==> config.mk <==
export PLATFORM = sky130hd
export DESIGN_NAME = rgb888_to_display_pixel_top
export DESIGN_NICKNAME = d
export VERILOG_FILES = /design/src/hdl/rgbdp_pkg.sv /design/src/hdl/rgbdp_cfg.sv /design/src/hdl/rgbdp_scale.sv /design/src/hdl/rgb888_to_display_pixel_top.sv
export VERILOG_INCLUDE_DIRS = /design/src /design/src/hdl
export SDC_FILE = /design/constraint.sdc
export NUM_CORES = 2
export LEC_CHECK = 0
export BUFFER_PORTS_ARGS = -buffer_cell sky130_fd_sc_hd__buf_2
export CORE_MARGIN = 5
export CORE_UTILIZATION = 52
export CTS_CLUSTER_SIZE = 24
export DETAILED_ROUTE_END_ITERATION = 8
export PLACE_DENSITY = 0.68
export SLEW_MARGIN = 25
export SYNTH_ARGS = -nofsm -noshare
export SYNTH_HDL_FRONTEND = slang
export SYNTH_HIERARCHICAL = 1
export SYNTH_SLANG_ARGS = --single-unit
==> constraint.sdc <==
create_clock -name clk -period 12 [get_ports clk]
set_clock_uncertainty 0.15 [all_clocks]
set_input_delay 0.6 -clock clk [delete_from_list [all_inputs] [get_ports clk]]
set_output_delay 0.6 -clock clk [all_outputs]
set_load 0.05 [all_outputs]
==> src/hdl/rgb888_to_display_pixel_top_assert.svh <==
// Assertion macros shared by the pixel converter RTL.
// Needs clk and rst_n in scope at the point of use.
`ifndef RGB888_TO_DISPLAY_PIXEL_TOP_ASSERT_SVH
`define RGB888_TO_DISPLAY_PIXEL_TOP_ASSERT_SVH

// Same-cycle implication, checked outside reset
`define RGBDP_ASSERT_NOW(lbl, ante, cons) \
    lbl: assert property (@(posedge clk) disable iff (!rst_n) (ante) |-> (cons)) \
        else $error("pixel converter check failed");

// Next-cycle implication, checked outside reset
`define RGBDP_ASSERT_NEXT(lbl, ante, cons) \
    lbl: assert property (@(posedge clk) disable iff (!rst_n) (ante) |=> (cons)) \
        else $error("pixel converter check failed");

`endif

==> src/hdl/rgbdp_pkg.sv <==
// Shared types, constants and the fixed packing function of the pixel converter.
// No dependencies.
`default_nettype none

package rgbdp_pkg;

    localparam int LEVEL_W   = 8;
    localparam int DEPTH_W   = 6;
    localparam int MASK_W    = 32;
    localparam int PIXEL_W   = 32;
    localparam int KEY_W     = 40;
    localparam int PROD_W    = 40;
    localparam int REM_W     = 11;
    localparam int CFG_IDX_W = 3;

    localparam logic [CFG_IDX_W-1:0] CFG_IDX_DEPTH = 3'd0;
    localparam logic [CFG_IDX_W-1:0] CFG_IDX_RED   = 3'd1;
    localparam logic [CFG_IDX_W-1:0] CFG_IDX_GREEN = 3'd2;
    localparam logic [CFG_IDX_W-1:0] CFG_IDX_BLUE  = 3'd3;

    localparam logic [DEPTH_W-1:0] DEPTH_RESET = 6'd24;
    localparam logic [MASK_W-1:0]  RED_RESET   = 32'h00FF_0000;
    localparam logic [MASK_W-1:0]  GREEN_RESET = 32'h0000_FF00;
    localparam logic [MASK_W-1:0]  BLUE_RESET  = 32'h0000_00FF;

    localparam logic [KEY_W-1:0] KEY_RGB32  = 40'h00_FFFF_0020;
    localparam logic [KEY_W-1:0] KEY_BGR32  = 40'h00_00FF_FF20;
    localparam logic [KEY_W-1:0] KEY_RGB565 = 40'h00_00FF_E010;
    localparam logic [KEY_W-1:0] KEY_BGR565 = 40'h00_0007_FF10;
    localparam logic [KEY_W-1:0] KEY_RGB555 = 40'h00_007F_E010;
    localparam logic [KEY_W-1:0] KEY_BGR555 = 40'h00_0003_FF10;

    typedef enum logic [2:0] {
        MODE_RGB32,
        MODE_BGR32,
        MODE_RGB565,
        MODE_BGR565,
        MODE_RGB555,
        MODE_BGR555,
        MODE_SCALE
    } mode_t;

    typedef struct packed {
        mode_t              mode;
        logic [MASK_W-1:0]  red_field;
        logic [MASK_W-1:0]  green_field;
        logic [MASK_W-1:0]  blue_field;
    } cfg_t;

    // Stage load enables, one per pipeline register stage
    typedef struct packed {
        logic s1;
        logic s2;
        logic s3;
        logic s4;
    } adv_t;

    function automatic logic [PIXEL_W-1:0] pack_fixed(
        input mode_t              mode,
        input logic [LEVEL_W-1:0] r,
        input logic [LEVEL_W-1:0] g,
        input logic [LEVEL_W-1:0] b
    );
        logic [PIXEL_W-1:0] px;
        unique case (mode)
            MODE_RGB32:  px = {8'b0, r, g, b};
            MODE_BGR32:  px = {8'b0, b, g, r};
            MODE_RGB565: px = {16'b0, r[7:3], g[7:2], b[7:3]};
            MODE_BGR565: px = {16'b0, b[7:3], g[7:2], r[7:3]};
            MODE_RGB555: px = {17'b0, r[7:3], g[7:3], b[7:3]};
            MODE_BGR555: px = {17'b0, b[7:3], g[7:3], r[7:3]};
            MODE_SCALE:  px = '0;
        endcase
        return px;
    endfunction

endpackage

`default_nettype wire

==> src/hdl/rgbdp_cfg.sv <==
// Configuration registers and format decode of the pixel converter.
// Depends on rgbdp_pkg.
`default_nettype none

module rgbdp_cfg (
    input  wire logic                             clk,
    input  wire logic                             rst_n,
    input  wire logic                             cfg_we,
    input  wire logic [rgbdp_pkg::CFG_IDX_W-1:0]  cfg_index,
    input  wire logic [rgbdp_pkg::MASK_W-1:0]     cfg_data,
    output rgbdp_pkg::cfg_t                       cfg
);

    logic [rgbdp_pkg::DEPTH_W-1:0] depth_reg, depth_next;
    logic [rgbdp_pkg::MASK_W-1:0]  red_reg, red_next;
    logic [rgbdp_pkg::MASK_W-1:0]  green_reg, green_next;
    logic [rgbdp_pkg::MASK_W-1:0]  blue_reg, blue_next;
    logic [rgbdp_pkg::KEY_W-1:0]   key;
    rgbdp_pkg::mode_t              mode;

    always_comb
    begin
        depth_next = depth_reg;
        red_next   = red_reg;
        green_next = green_reg;
        blue_next  = blue_reg;
        if (cfg_we)
        begin
            unique case (cfg_index)
                rgbdp_pkg::CFG_IDX_DEPTH: depth_next = cfg_data[rgbdp_pkg::DEPTH_W-1:0];
                rgbdp_pkg::CFG_IDX_RED:   red_next   = cfg_data;
                rgbdp_pkg::CFG_IDX_GREEN: green_next = cfg_data;
                rgbdp_pkg::CFG_IDX_BLUE:  blue_next  = cfg_data;
                default:                  ;
            endcase
        end
    end

    always_ff @(posedge clk or negedge rst_n)
    begin
        if (!rst_n)
        begin
            depth_reg <= rgbdp_pkg::DEPTH_RESET;
            red_reg   <= rgbdp_pkg::RED_RESET;
            green_reg <= rgbdp_pkg::GREEN_RESET;
            blue_reg  <= rgbdp_pkg::BLUE_RESET;
        end
        else
        begin
            depth_reg <= depth_next;
            red_reg   <= red_next;
            green_reg <= green_next;
            blue_reg  <= blue_next;
        end
    end

    // Key: depth in the low byte, red|green masks above it
    always_comb
    begin
        key = {red_reg | green_reg, 2'b00, depth_reg};
        priority if (key == rgbdp_pkg::KEY_RGB32)  mode = rgbdp_pkg::MODE_RGB32;
        else if     (key == rgbdp_pkg::KEY_BGR32)  mode = rgbdp_pkg::MODE_BGR32;
        else if     (key == rgbdp_pkg::KEY_RGB565) mode = rgbdp_pkg::MODE_RGB565;
        else if     (key == rgbdp_pkg::KEY_BGR565) mode = rgbdp_pkg::MODE_BGR565;
        else if     (key == rgbdp_pkg::KEY_RGB555) mode = rgbdp_pkg::MODE_RGB555;
        else if     (key == rgbdp_pkg::KEY_BGR555) mode = rgbdp_pkg::MODE_BGR555;
        else                                       mode = rgbdp_pkg::MODE_SCALE;
    end

    assign cfg.mode        = mode;
    assign cfg.red_field   = red_reg;
    assign cfg.green_field = green_reg;
    assign cfg.blue_field  = blue_reg;

endmodule

`default_nettype wire

==> src/hdl/rgbdp_scale.sv <==
// Three-stage channel scaler: (level * mask) / 255, ANDed with the mask.
// Depends on rgbdp_pkg; stage enables come from the top level.
`default_nettype none

module rgbdp_scale (
    input  wire logic                             clk,
    input  wire rgbdp_pkg::adv_t                  adv,
    input  wire logic [rgbdp_pkg::LEVEL_W-1:0]    level,
    input  wire logic [rgbdp_pkg::MASK_W-1:0]     field_mask,
    output logic      [rgbdp_pkg::MASK_W-1:0]     scaled
);

    localparam int SUM_W = rgbdp_pkg::REM_W + 1;

    logic [rgbdp_pkg::PROD_W-1:0] prod_reg, prod_next;
    logic [rgbdp_pkg::MASK_W-1:0] q0_reg, q0_next;
    logic [rgbdp_pkg::REM_W-1:0]  xlow_reg, xlow_next;
    logic [rgbdp_pkg::MASK_W-1:0] scaled_reg, scaled_next;
    logic [rgbdp_pkg::PROD_W-1:0] q0_sum;
    logic [rgbdp_pkg::REM_W-1:0]  rem;
    logic [SUM_W-1:0]             corr_sum;
    logic [2:0]                   corr;
    logic [rgbdp_pkg::MASK_W-1:0] quot;

    // Stage 1: one 8 x 32 product
    assign prod_next = rgbdp_pkg::PROD_W'(level) * rgbdp_pkg::PROD_W'(field_mask);

    // Stage 2: under-estimate x/255 by x/256 + x/65536 + ...; falls short by at most 5
    assign q0_sum    = (prod_reg >> 8) + (prod_reg >> 16) + (prod_reg >> 24) + (prod_reg >> 32);
    assign q0_next   = q0_sum[rgbdp_pkg::MASK_W-1:0];
    assign xlow_next = prod_reg[rgbdp_pkg::REM_W-1:0];

    // Stage 3: remainder x - 255*q0 is below 1530, so 11 bits of it suffice
    always_comb
    begin
        rem         = xlow_reg - {q0_reg[2:0], 8'b0} + q0_reg[rgbdp_pkg::REM_W-1:0];
        corr_sum    = SUM_W'(rem) + SUM_W'(rem[rgbdp_pkg::REM_W-1:8]) + SUM_W'(1);
        corr        = corr_sum[10:8];
        quot        = q0_reg + rgbdp_pkg::MASK_W'(corr);
        scaled_next = quot & field_mask;
    end

    always_ff @(posedge clk)
    begin
        if (adv.s1)
        begin
            prod_reg <= prod_next;
        end
        if (adv.s2)
        begin
            q0_reg   <= q0_next;
            xlow_reg <= xlow_next;
        end
        if (adv.s3)
        begin
            scaled_reg <= scaled_next;
        end
    end

    assign scaled = scaled_reg;

endmodule

`default_nettype wire

==> src/hdl/rgb888_to_display_pixel_top.sv <==
// Top level of the RGB888 to display pixel converter: handshake, pipeline control, output.
// Depends on rgbdp_pkg, rgbdp_cfg, rgbdp_scale and rgb888_to_display_pixel_top_assert.svh.
//
//   Channel  Signals                                   Direction  Moves
//   config   cfg_we, cfg_index, cfg_data               in         register write, no wait
//   input    in_valid/in_ready, red/green/blue_level   in         one source pixel per request
//   output   out_valid/out_ready, pixel_word           out        one display word per request
//
// Throughput is one pixel per clock while the output is not stalled; four register stages,
// and out_valid rises once an accepted request has reached the last of them.
// The four register stages are: product, reciprocal estimate, correction and mask, output mux.
// Stages advance individually: a stage loads when it is empty or the next one loads, so
// bubbles collapse and a stalled output only blocks the input once all four stages are full.
// Reset clears the stage valid bits and loads the reset configuration; data registers are
// not reset. Configuration must only be changed while the pipeline is empty (not enforced).
`default_nettype none

module rgb888_to_display_pixel_top (
    input  wire logic                             clk,
    input  wire logic                             rst_n,
    input  wire logic                             cfg_we,
    input  wire logic [rgbdp_pkg::CFG_IDX_W-1:0]  cfg_index,
    input  wire logic [rgbdp_pkg::MASK_W-1:0]     cfg_data,
    input  wire logic                             in_valid,
    output logic                                  in_ready,
    input  wire logic [rgbdp_pkg::LEVEL_W-1:0]    red_level,
    input  wire logic [rgbdp_pkg::LEVEL_W-1:0]    green_level,
    input  wire logic [rgbdp_pkg::LEVEL_W-1:0]    blue_level,
    output logic                                  out_valid,
    input  wire logic                             out_ready,
    output logic      [rgbdp_pkg::PIXEL_W-1:0]    pixel_word
);

`include "rgb888_to_display_pixel_top_assert.svh"

    rgbdp_pkg::cfg_t cfg;
    rgbdp_pkg::adv_t adv;

    logic s1_valid_reg, s1_valid_next;
    logic s2_valid_reg, s2_valid_next;
    logic s3_valid_reg, s3_valid_next;
    logic s4_valid_reg, s4_valid_next;

    logic [rgbdp_pkg::PIXEL_W-1:0] fixed_s1_reg, fixed_s1_next;
    logic [rgbdp_pkg::PIXEL_W-1:0] fixed_s2_reg;
    logic [rgbdp_pkg::PIXEL_W-1:0] fixed_s3_reg;
    logic [rgbdp_pkg::PIXEL_W-1:0] pixel_reg, pixel_next;

    logic [rgbdp_pkg::MASK_W-1:0] red_scaled;
    logic [rgbdp_pkg::MASK_W-1:0] green_scaled;
    logic [rgbdp_pkg::MASK_W-1:0] blue_scaled;

    rgbdp_cfg u_cfg (
        .clk       (clk),
        .rst_n     (rst_n),
        .cfg_we    (cfg_we),
        .cfg_index (cfg_index),
        .cfg_data  (cfg_data),
        .cfg       (cfg)
    );

    // Advance a stage when it is empty or its contents move on
    always_comb
    begin
        adv.s4 = !s4_valid_reg || out_ready;
        adv.s3 = !s3_valid_reg || adv.s4;
        adv.s2 = !s2_valid_reg || adv.s3;
        adv.s1 = !s1_valid_reg || adv.s2;
    end

    assign s1_valid_next = adv.s1 ? in_valid     : s1_valid_reg;
    assign s2_valid_next = adv.s2 ? s1_valid_reg : s2_valid_reg;
    assign s3_valid_next = adv.s3 ? s2_valid_reg : s3_valid_reg;
    assign s4_valid_next = adv.s4 ? s3_valid_reg : s4_valid_reg;

    always_ff @(posedge clk or negedge rst_n)
    begin
        if (!rst_n)
        begin
            s1_valid_reg <= 1'b0;
            s2_valid_reg <= 1'b0;
            s3_valid_reg <= 1'b0;
            s4_valid_reg <= 1'b0;
        end
        else
        begin
            s1_valid_reg <= s1_valid_next;
            s2_valid_reg <= s2_valid_next;
            s3_valid_reg <= s3_valid_next;
            s4_valid_reg <= s4_valid_next;
        end
    end

    // One scaler per channel; each follows the same stage enables
    rgbdp_scale u_scale_red (
        .clk        (clk),
        .adv        (adv),
        .level      (red_level),
        .field_mask (cfg.red_field),
        .scaled     (red_scaled)
    );

    rgbdp_scale u_scale_green (
        .clk        (clk),
        .adv        (adv),
        .level      (green_level),
        .field_mask (cfg.green_field),
        .scaled     (green_scaled)
    );

    rgbdp_scale u_scale_blue (
        .clk        (clk),
        .adv        (adv),
        .level      (blue_level),
        .field_mask (cfg.blue_field),
        .scaled     (blue_scaled)
    );

    // Fixed packings are pure wiring: build at entry and carry alongside the scalers
    assign fixed_s1_next = rgbdp_pkg::pack_fixed(cfg.mode, red_level, green_level, blue_level);

    // Output stage: pick the fixed packing or the ORed scaled channels
    assign pixel_next = (cfg.mode == rgbdp_pkg::MODE_SCALE)
                      ? (red_scaled | green_scaled | blue_scaled)
                      : fixed_s3_reg;

    always_ff @(posedge clk)
    begin
        if (adv.s1)
        begin
            fixed_s1_reg <= fixed_s1_next;
        end
        if (adv.s2)
        begin
            fixed_s2_reg <= fixed_s1_reg;
        end
        if (adv.s3)
        begin
            fixed_s3_reg <= fixed_s2_reg;
        end
        if (adv.s4)
        begin
            pixel_reg <= pixel_next;
        end
    end

    assign in_ready   = adv.s1;
    assign out_valid  = s4_valid_reg;
    assign pixel_word = pixel_reg;

    // An accepted request always lands in the first stage
    `RGBDP_ASSERT_NEXT(a_accept_enters, in_valid && in_ready, s1_valid_reg)
    // The input is held off only when every stage is full and the output is stalled
    `RGBDP_ASSERT_NOW(a_block_only_full, !in_ready,
        s1_valid_reg && s2_valid_reg && s3_valid_reg && s4_valid_reg && !out_ready)
    // A full third stage moving on must fill the output stage
    `RGBDP_ASSERT_NEXT(a_s3_to_out, s3_valid_reg && adv.s4, s4_valid_reg)
    // 16- and 15-bit packings leave the upper half clear
    `RGBDP_ASSERT_NOW(a_narrow_upper_zero,
        out_valid && (cfg.mode == rgbdp_pkg::MODE_RGB565 || cfg.mode == rgbdp_pkg::MODE_BGR565
        || cfg.mode == rgbdp_pkg::MODE_RGB555 || cfg.mode == rgbdp_pkg::MODE_BGR555),
        pixel_word[31:16] == 16'h0000)

endmodule

`default_nettype wire

After elaboration in Yosys (flattened, before gate mapping)
Index checks and enable logic that the tools add are counted.
Widths: inputs -> output; s select.
{"block": "classes", "bitwise_logic": 6, "multipliers": 3, "n_mux": 8, "n_reduce_logical": 14, "n_eq_ne": 15, "addsub": 24}
{"operator": "$pmux 32 s7", "count": 1}
{"operator": "$mul 8x32->40", "count": 3}
{"operator": "$add 32x16->32", "count": 3}
{"operator": "$add 32x24->32", "count": 3}
{"operator": "$add 32x3->32", "count": 3}
{"operator": "$add 32x8->32", "count": 3}
{"operator": "$and 32x32->32", "count": 3}
{"operator": "$or 32x32->32", "count": 3}
{"operator": "$eq 38x22->1 const B", "count": 2}
{"operator": "$eq 38x16->1 const B", "count": 1}
{"operator": "$eq 38x17->1 const B", "count": 1}
{"operator": "$eq 38x21->1 const B", "count": 1}
{"operator": "$eq 38x30->1 const B", "count": 1}
{"operator": "$add 11x1->11 const B", "count": 3}
{"operator": "$add 11x11->11", "count": 3}
{"operator": "$add 11x3->11", "count": 3}
{"operator": "$sub 11x11->11", "count": 3}
{"operator": "$mux 32", "count": 1}
{"operator": "$mux 3", "count": 5}
{"operator": "$eq 3x2->1 const B", "count": 4}
{"operator": "$eq 3x3->1 const B", "count": 3}
{"operator": "$reduce_and 2->1", "count": 4}
{"operator": "$eq 3x1->1 const B", "count": 2}
{"operator": "$logic_not 3->1", "count": 2}
{"operator": "other kinds (3)", "count": 9}
{"block": "word_totals", "wordCells": 94, "reg_bits": 579, "input_bits": 64, "output_inout_bits": 34}

Logic depth before layout (Yosys ltp)
{"block": "logic_depth", "ltp_word": 10, "ltp_mapped": 30, "mapped_depth_nobuf": 29}

Modules after synthesis
The synthesis kept the hierarchy.
{"module": "rgbdp_scale at u_scale_red", "instances": 1, "area_per_inst_um2": 15434.8, "cells_per_inst": 1553, "seq_area_each_um2": 3453.3}
{"module": "rgbdp_scale at u_scale_blue", "instances": 1, "area_per_inst_um2": 15265.9, "cells_per_inst": 1558, "seq_area_each_um2": 3453.3}
{"module": "rgbdp_scale at u_scale_green", "instances": 1, "area_per_inst_um2": 15075.7, "cells_per_inst": 1490, "seq_area_each_um2": 3453.3}
{"module": "rgb888_to_display_pixel_top", "instances": 1, "area_per_inst_um2": 4672.0, "cells_per_inst": 354, "seq_area_each_um2": 3223.1}
{"module": "rgbdp_cfg", "instances": 1, "area_per_inst_um2": 4246.6, "cells_per_inst": 273, "seq_area_each_um2": 2585.0}

Worst setup path before layout
OpenSTA, ideal clock, no wires.
{"block": "synth_path", "kind": "register to register", "startpoint": "reg s4_valid_reg (netlist: out_valid)", "endpoint": "reg fixed_s1_reg[0] in the netlist's numbering, enable pin", "arrival_time_ns": 8.144, "required_ns": 11.239, "synth_period_minus_slack_ns": 8.905, "n_path_buf": 0, "setup_time_ns": 0.611, "stages_incl_launch_ff": 3, "path_slack_ns": 3.095, "cell_sequence": "dfrtp_1 -> nand4b_1 -> or2_2"}
{"item": "start, declared", "line_no": "rgb888_to_display_pixel_top.sv:42", "rtl": "logic s4_valid_reg, s4_valid_next;"}
{"item": "start signal, assigned", "line_no": "rgb888_to_display_pixel_top.sv:90", "rtl": "s4_valid_reg <= s4_valid_next;"}
{"item": "end signal, assigned", "line_no": "rgb888_to_display_pixel_top.sv:131", "rtl": "fixed_s1_reg <= fixed_s1_next;"}
{"item": "end, declared", "line_no": "rgb888_to_display_pixel_top.sv:44", "rtl": "logic [rgbdp_pkg::PIXEL_W-1:0] fixed_s1_reg, fixed_s1_next;"}

Worst setup path after layout
{"block": "layout_path", "startpoint": "reg u_scale_red/q0_reg[3] in the netlist's numbering", "endpoint": "reg u_scale_red.scaled_reg, in the netlist u_scale_red/scaled[22], data pin"}
{"block": "layout_via", "elab_chain_len": 5}
{"item": "start, declared", "line_no": "rgbdp_scale.sv:16", "rtl": "logic [rgbdp_pkg::MASK_W-1:0] q0_reg, q0_next;"}
{"item": "start signal, assigned", "line_no": "rgbdp_scale.sv:51", "rtl": "q0_reg <= q0_next;"}
{"item": "$add 11x11->11", "line_no": "rgbdp_scale.sv:36", "rtl": "rem = xlow_reg - {q0_reg[2:0], 8'b0} + q0_reg[rgbdp_pkg::REM_W-1:0];"}
{"item": "$add 11x3->11", "line_no": "rgbdp_scale.sv:37", "rtl": "corr_sum = SUM_W'(rem) + SUM_W'(rem[rgbdp_pkg::REM_W-1:8]) + SUM_W'(1);"}
{"item": "$add 11x1->11", "line_no": "rgbdp_scale.sv:37"}
{"item": "$add 32x3->32 *", "line_no": "rgbdp_scale.sv:39", "rtl": "quot = q0_reg + rgbdp_pkg::MASK_W'(corr);"}
{"item": "$and 32x32->32 *", "line_no": "rgbdp_scale.sv:40", "rtl": "scaled_next = quot & field_mask;"}
{"item": "named net u_scale_red.scaled_next, one bit", "line_no": "rgbdp_scale.sv:18", "rtl": "logic [rgbdp_pkg::MASK_W-1:0] scaled_reg, scaled_next;"}
{"item": "end signal, assigned", "line_no": "rgbdp_scale.sv:56", "rtl": "scaled_reg <= scaled_next;"}
{"item": "end, declared", "line_no": "rgbdp_scale.sv:18"}
Mark *: on every way through the listed nets, which the timed path passes. The rest lies on a longest branch.
A chain may end at the register's enable or synchronous reset.

==> flow_summary.json <==
{
  "antenna_found_initial": 26,
  "yosysWarnings": 6,
  "max_clock_freq_ghz": 0.160,
  "hp-class": "primary input to flop",
  "slew_headroom": 0.313,
  "fin_crit_ns": 6.26,
  "yosys.area.top_type": "edfxtp_1",
  "reg2reg_slack_ns": 5.74,
  "via_per_inst": 5.81,
  "maxCapViolCount": 0,
  "drc_errors": 0,
  "finalHoldViolations": 0,
  "final-setup-viol-count": 0,
  "critPathLaunchType": "flop",
  "syn_avg_cell_area_um2": 10.5,
  "tns_ns": 0,
  "grt_pass1_wl_um": 235000,
  "final_layout_size_suffix_gt1_frac": 0.0722,
  "synth.ff_latch_count": 555,
  "critPathLaunch": "u_scale_red/q0_reg[3]",
  "worst-r2r-cell-count": 24,
  "routedWlPerCell_um": 22.5,
  "overflow": 0,
  "clock-root-buffer": "clkbuf_16",
  "grt_start_max_net_pins": 89,
  "drt_wl_total_um": 151000,
  "synth-edff-count": 449,
  "post-place-ws_ns": 5.69,
  "dp_cells": 6591,
  "met1_usage": 0.379,
  "yosysSeqAreaShare": 0.296,
  "ios": 98,
  "final.setup.worst_slack_ns": 5.74,
  "min_period_over_period": 0.522,
  "syn_inst": 5228,
  "cts_tree": "built",
  "cp-endpoint": "u_scale_red/scaled[22]",
  "grtUsageMet3": 0.0605,
  "reg2reg_to": "u_scale_red/scaled[22]",
  "clk_pin_slew_worst_paths_ns": 0.06,
  "die_y_um": 334,
  "arrival_ns": 6.49,
  "synthTopCellsByCount": "inv_1, and2_1, fa_1",
  "die_x_um": 334,
  "nets": 6354,
  "synthTopCellsByArea": "edfxtp_1, fa_1, ha_1, and2_1, inv_1",
  "grt_pass1_vias": 39547,
  "start_util": 0.522,
  "die_area_um2": 112000,
  "ant_nets": 0,
  "status": "complete, no violations",
  "synth_top_area_frac": 0.247,
  "postCtsSetupBuffers": 0,
  "cts.sink_count": 555,
  "numPortBuffers": 97,
  "hp-start": "in_valid",
  "synth-async-reset-ratio": 0.191,
  "worstPathRequired_ns": 12.23,
  "instances_no_fill": 6721,
  "synth_cell_type_count": 108,
  "endpoint_kind": "flop",
  "grt_setup_unrepaired": "no",
  "worstSetupPathType": "flop to flop",
  "rows": 119,
  "syn_area_um2": 54700,
  "vias": 39053,
  "drt_iter0_drc": 3372,
  "insertion_delay_ns": 0.63,
  "cts_buffers": 66,
  "use_met2": 0.422,
  "htreeDepth": 3,
  "worstMarginPinSlew_ns": 1.03,
  "ys.flop_type": "edfxtp_1",
  "coreArea_um2": 105000,
  "slew_viol_final": 0,
  "grt_use_total": 0.271,
  "syn_to_final_growth_pct": 7.44,
  "synthMostInstantiatedCell": "inv_1",
  "clockBufferDepth": 3,
  "dp_hpwl_um": 117000,
  "synth_fp_nets": 6312,
  "r2r_start": "u_scale_red/q0_reg[3]",
  "crit_fanout": 5,
  "gp_congestion": 0.926,
  "grt_busiest_layer": "met2",
  "firstDrtPassIters": 7
}
kinds of logic after synthesis:
kind of cell    Yosys count  synth area share
fa+ha+maj              1020             0.319
buf+inv                 817            0.0577
compound gates          769            0.0942
flops                   555             0.296
xor+xnor                272            0.0436
mux                     123            0.0249
simple gates           1672             0.166
cell type report:
cell class,instances,area [um^2]
inverters,663,2490
clock inverters,39,392
multi-input cells,3856,35400
repair buffers,128,739
fillers,9177,46100
flip-flops and latches,555,16200
well taps,1391,1740
diodes,11,27.5
clock buffers,78,1770
how the worst min path moves through the flow:
| stage | depth (start not counted) | end | slack [ns] |
|---|---|---|---|
| floorplan | 0 | out_valid | 0.15 |
| global placement | 0 | u_scale_blue/xlow_reg[3] | 0.25 |
| detailed placement | 0 | fixed_s2_reg[11] | 0.25 |
| CTS | 2 | s1_valid_reg | 0.04 |
| global route | 2 | s1_valid_reg | 0.06 |
| finish | 2 | s1_valid_reg | 0.06 |
timing repair:
item	4_1_cts	5_1_grt
hold endpoints to repair	31	0
gates resized for setup	0	0
hold buffers	1	0
placed cells by master, fill, tap and decap left out, types with 18 or more instances in the layout:
master / instances
inv_1: 661
and2_1: 651
fa_1: 621
edfxtp_1: 449
nand2_1: 425
ha_1: 399
a21oi_1: 202
xnor2_1: 190
nor2_1: 160
o21ai_0: 128
nand3_1: 96
buf_2: 96
a21o_1: 82
xor2_1: 82
dfrtp_1: 80
nor3_1: 79
clkbuf_16: 68
mux2_2: 62
and3_1: 46
mux2_1: 43
o21a_1: 37
nand4_1: 33
o21bai_1: 33
nor2b_1: 31
buf_4: 29
a211oi_1: 28
nand2b_1: 27
a31oi_1: 26
dfstp_2: 26
o211ai_1: 24
o21ai_1: 24
or3_1: 23
nor4_1: 19
and4_1: 19
mux2i_1: 18
layer usage:
layer	wire length, um	part of all wire
met5	108	0.00072
met2	67700	0.45
met4	5860	0.039
met3	13100	0.087
met1	64300	0.43
worst max-delay path, stage by stage, from the launching register on:
cell      delay (ns)
edfxtp_1        0.45
inv_1           0.13
ha_1            0.29
inv_1           0.04
ha_1            0.31
or2_2           0.13
a21oi_1         0.08
o31ai_1         0.32
or4b_2          0.62
o211ai_1        0.18
ha_1            0.23
o21a_1          0.13
o211ai_1        0.07
nor4_1          0.49
o311ai_0        0.23
o21ai_0         0.14
ha_1            0.23
fa_1            0.24
a21oi_1         0.12
nor3_1          0.61
nand2_1         0.18
nor2_1          0.27
nand2_1         0.11
xnor2_1         0.12
and2_1          0.15
per-stage QoR:
stage / utilization / hold WS [ns] / area (um^2)
finish: 0.561 / 0.0639 / 58800
global route: 0.560 / 0.0566 / 58700
CTS: 0.560 / 0.0432 / 58700
detailed placement: 0.539 / 0.255 / 56500
global placement: 0.539 / 0.251 / 56500
floorplan: - / 0.154 / 54700
Power is left out: the tool's default activity adds up to more than one toggle a clock period on the data nets, which glitch-free logic cannot reach.
